**src/sswp_ram.sv**
```systemverilog
// ----------------------------------------------------------------------------
// sswp_ram
// Simple dual-port RAM: one write port, one read port with registered data.
// ----------------------------------------------------------------------------
module sswp_ram #(
  parameter int WIDTH = 8,
  parameter int DEPTH = 256
) (
  input  logic                     clk_i,
  input  logic                     we_i,
  input  logic [$clog2(DEPTH)-1:0] waddr_i,
  input  logic [WIDTH-1:0]         wdata_i,
  input  logic                     re_i,
  input  logic [$clog2(DEPTH)-1:0] raddr_i,
  output logic [WIDTH-1:0]         rdata_o
);

  logic [WIDTH-1:0] mem_q [DEPTH];
  logic [WIDTH-1:0] rdata_q;

  always_ff @(posedge clk_i) begin
    if (we_i) begin
      mem_q[waddr_i] <= wdata_i;
    end
    if (re_i) begin
      rdata_q <= mem_q[raddr_i];
    end
  end

  assign rdata_o = rdata_q;

endmodule

```
**config.mk**
```make
export PLATFORM = sky130hd
export DESIGN_NAME = sswp_ram
export DESIGN_NICKNAME = d
export VERILOG_FILES = /design/src/sswp_ram.sv
export SDC_FILE = /design/constraint.sdc
export NUM_CORES = 2
export LEC_CHECK = 0
export ABC_AREA = 0
export BUFFER_PORTS_ARGS = -buffer_cell sky130_fd_sc_hd__buf_2
export CAP_MARGIN = 20
export CORE_MARGIN = 5
export CORE_UTILIZATION = 25
export CTS_CLUSTER_SIZE = 40
export DETAILED_ROUTE_END_ITERATION = 8
export PLACE_DENSITY = 0.36
export SYNTH_ARGS = -nofsm -noshare
export SYNTH_HDL_FRONTEND = slang
export SYNTH_SLANG_ARGS = --single-unit
export TNS_END_PERCENT = 1
```
**constraint.sdc**
```tcl
create_clock -name clk_i -period 6.01 [get_ports clk_i]
set_input_delay 0.3005 -clock clk_i [delete_from_list [all_inputs] [get_ports clk_i]]
set_output_delay 0.3005 -clock clk_i [all_outputs]
set_load 0.01 [all_outputs]
```
==> reports/results.txt <==
startpoint types: input pin
pin count of the biggest net entering global routing: 173
Worst Max-Slew Pin Slew: 1.17 ns
number of antenna violations at the first check in global routing: 16
summed instance area of the synthesized netlist: 79600 sq um
Synth Instances: 3733
commonest cells after routing, fill and taps aside: 2056 x edfxtp_1, 454 x mux4_2, 279 x nor2_1
share of final-layout standard cells stronger than drive strength 1: 0.235
root buffer selected by CTS: clkbuf_16
average detailed-routed wire length per instance: 29.2 um
# DRC: 0
vias in the first global route: 39.9k
post-CTS setup-driven buffer insertion count: 0
setup repair after global routing missed its margin: false
final-layout worst hold slack: 0.173 ns
maximum buffer depth of the clock tree: 4
power density normalized to cell area: 334 nW/um^2
highest fanout seen on the critical path: 69
most common cell after layout, fill and taps aside: edfxtp_1
Initial DRT Pass Iterations: 5
Die H: 574 um
Synth Warn #: 0
setup ws final: 2.30 ns
Placement Cell Area: 85000 sq um
post-detailed-route count of antenna-violating nets: 0
number of nets in the layout: 3932
upper clock frequency limit: 0.270 GHz
Crit Path Category: in2reg
kind of end point of the critical path: flop
average vias per placed instance: 4.59
total routing usage reported by global routing: 0.143
initial core utilization: 0.251
clock tree from TritonCTS: built
boundary pin count: 35
area share of and/or/nand/nor cells after synthesis: 0.0263
clock share of power: 0.436
residual overflow from global routing: 0
total of buffers placed on input and output ports: 34
clock-pin slew on the worst setup and hold paths: 0.06 ns
area share of the largest cell type after synthesis: 0.775
post-layout instance area: 92200 sq um
clock buffers created by TritonCTS: 232
Most used DFF post-synth: edfxtp_1
worst-case headroom to the max-slew limit: 0.214
arrival time reported for the critical path endpoint: 4.29 ns
combinational share of power: 0.049
multiplexer area fraction after synthesis: 0.146
core area: 318000 sq um
number of synthesized flops with an enable pin: 2056
fraction of registers with async set or reset after synthesis: 0
compound-gate portion of the synthesized area: 0.0342
switching power: 6.86 mW
detailed-route via count: 38.0k
IR Drop Worst-Case VDD: 0.222 mV
number of hold-slack violations in the final timing report: 0
worst slack after detailed placement: 1.38 ns
post-CTS resize count: 0
adder and majority gate portion of the synthesized area: 0
Final Max Tran Viols: 0
source-to-sink clock delay at the later pin of the worst-skew pair: 0.88 ns
share of the clock period used by the worst path: 0.617
Net Count, Synth: 3760
H-tree lvl count: 4
Static Leak: 27.7 nW
combinational family with the most area after synthesis: multiplexers
minimum clock period: 3.71 ns
average cell area after synthesis: 21.3 sq um
detailed-placement wirelength estimate: 146 mm
number of buffers added to fix hold violations after cts: 9
area overhead of the layout relative to synthesis: 15.8%
top cells by area, synth: edfxtp_1 78%, mux4_2 13%, mux2i_1 1.7%
result of the run: finished clean
Fin Setup TNS: 0 ns
reported max-cap violation count: 0
count of unique library cells instantiated by Yosys: 54
sequential power share: 0.515
worst endpoint required time: 6.60 ns
number of failing setup endpoints in the final timing report: 0
area share of xor/xnor cells in the synthesized design: 0
number of filler instances in the final layout: 31.1k
DIE WIDTH: 574 um
Total Die Area: 330000 sq um
final wirelength: 241 mm
sequential cell area fraction in the yosys report: 0.775
initial drt markers: 3574
wire length of the first global-routing pass: 334 mm
largest area contributor in the synthesized netlist: edfxtp_1
worst hold path class: in2reg
number of cell rows: 207
Sw Ratio: 0.223
count of clock tree sinks: 2056
Final Skew: 0.0571 ns
placer's final routability congestion estimate: 0.741
count of state elements after synthesis: 2056
internal power summed over all cells: 23.9 mW
[power by group through the flow]
stage          Sequential [mW]  Clock, mW  Combinational (mW)
2_1_floorplan             16.1          0               0.768
3_3_place_gp              16.2          0                1.56
3_5_place_dp              16.2          0                1.57
4_1_cts                   15.8       13.8                1.58
5_1_grt                   15.8       14.4                1.62
6_report                  15.8       13.4                1.52
[state kept, by name (all words and copies together) (netlist names)]
register  count
rdata_o       8
mem_q      2048
[worst max-delay path: stages]
cell and delay, ns:
buf_8 0.49, buf_4 0.41, nand3b_1 0.67, o22ai_1 0.12, o21ai_0 0.41, nand3_1 0.33, nor4_1 1.03, buf_4 0.30
nor4_2 0.04
[metrics by stage]
step | std cells | power (mW) | util
6_report | 8274 | 30.8 | 0.290
5_1_grt | 8269 | 31.9 | 0.290
4_1_cts | 8260 | 31.2 | 0.290
3_3_place_gp | 7828 | 17.7 | 0.267
2_1_floorplan | 3733 | 16.9 | -
3_5_place_dp | 7838 | 17.7 | 0.268
[final timing paths]
path	slack [ns]	start	to	cells after the start
max	2.30	raddr_i[1]	rdata_o[2]$_DFFE_PP_	9
min	0.17	waddr_i[1]	mem_q[167][2]$_DFFE_PP_	3
max reg2reg	2.87	mem_q[24][2]$_DFFE_PP_	rdata_o[2]$_DFFE_PP_	6
min reg2reg	1.24	mem_q[232][6]$_DFFE_PP_	rdata_o[6]$_DFFE_PP_	5
[cell usage after synthesis, types with 2 or more instances]
library cell,instances
nand2b_1,8
o22ai_1,28
buf_2,31
buf_12,8
nand4_1,10
or2_2,4
a2111oi_1,2
a211oi_1,16
o32ai_1,4
a221oi_1,13
clkbuf_1,111
o221ai_1,46
a31oi_1,2
nor4_1,24
nor4_2,3
buf_1,22
o21ai_0,10
a22oi_1,133
o21ai_1,2
a21oi_1,96
mux4_1,2
mux2i_1,134
buf_6,21
edfxtp_1,2056
and2_1,6
nand3_1,34
nor3_1,22
mux4_2,454
nor2b_1,31
a22o_1,8
nor2_1,282
a311oi_1,2
o211ai_1,10
a2111oi_0,2
buf_4,27
buf_8,13
nand2_1,33
and3b_1,2
nand3b_1,2
o22a_1,5
[layout make-up]
| class | instances | area [sq um] | area share |
|---|---|---|---|
| clock buffers | 279 | 6020 | 0.0653 |
| diodes | 10 | 25.0 | 0.000271 |
| well taps | 4180 | 5230 | 0.0567 |
| multi-input cells | 1442 | 16600 | 0.180 |
| clock inverters | 134 | 996 | 0.0108 |
| flip-flops and latches | 2056 | 61700 | 0.669 |
| repair buffers | 171 | 1590 | 0.0173 |
| inverters | 2 | 7.51 | 0.0000814 |
[per-layer routing]
| metal | up-vias | track usage | share of wire |
|---|---|---|---|
| li1 | 16100 | - | - |
| met1 | 20800 | 0.203 | 0.46 |
| met2 | 853 | 0.234 | 0.48 |
| met3 | 275 | 0.0196 | 0.039 |
| met4 | 0 | 0.0318 | 0.019 |
| met5 | - | 0 | 0 |
[cell families (layout without fill, tap and decap cells)]
logic type / count (synthesis) / in the layout
multiplexers: 591 / 591
AND/OR/NAND/NOR: 466 / 466
AO/OA/AOI/OAI: 385 / 385
buffers and inverters: 235 / 586
other: 0 / 10
flip-flops: 2056 / 2056
Note: power is estimated with default switching activity, not from simulation.
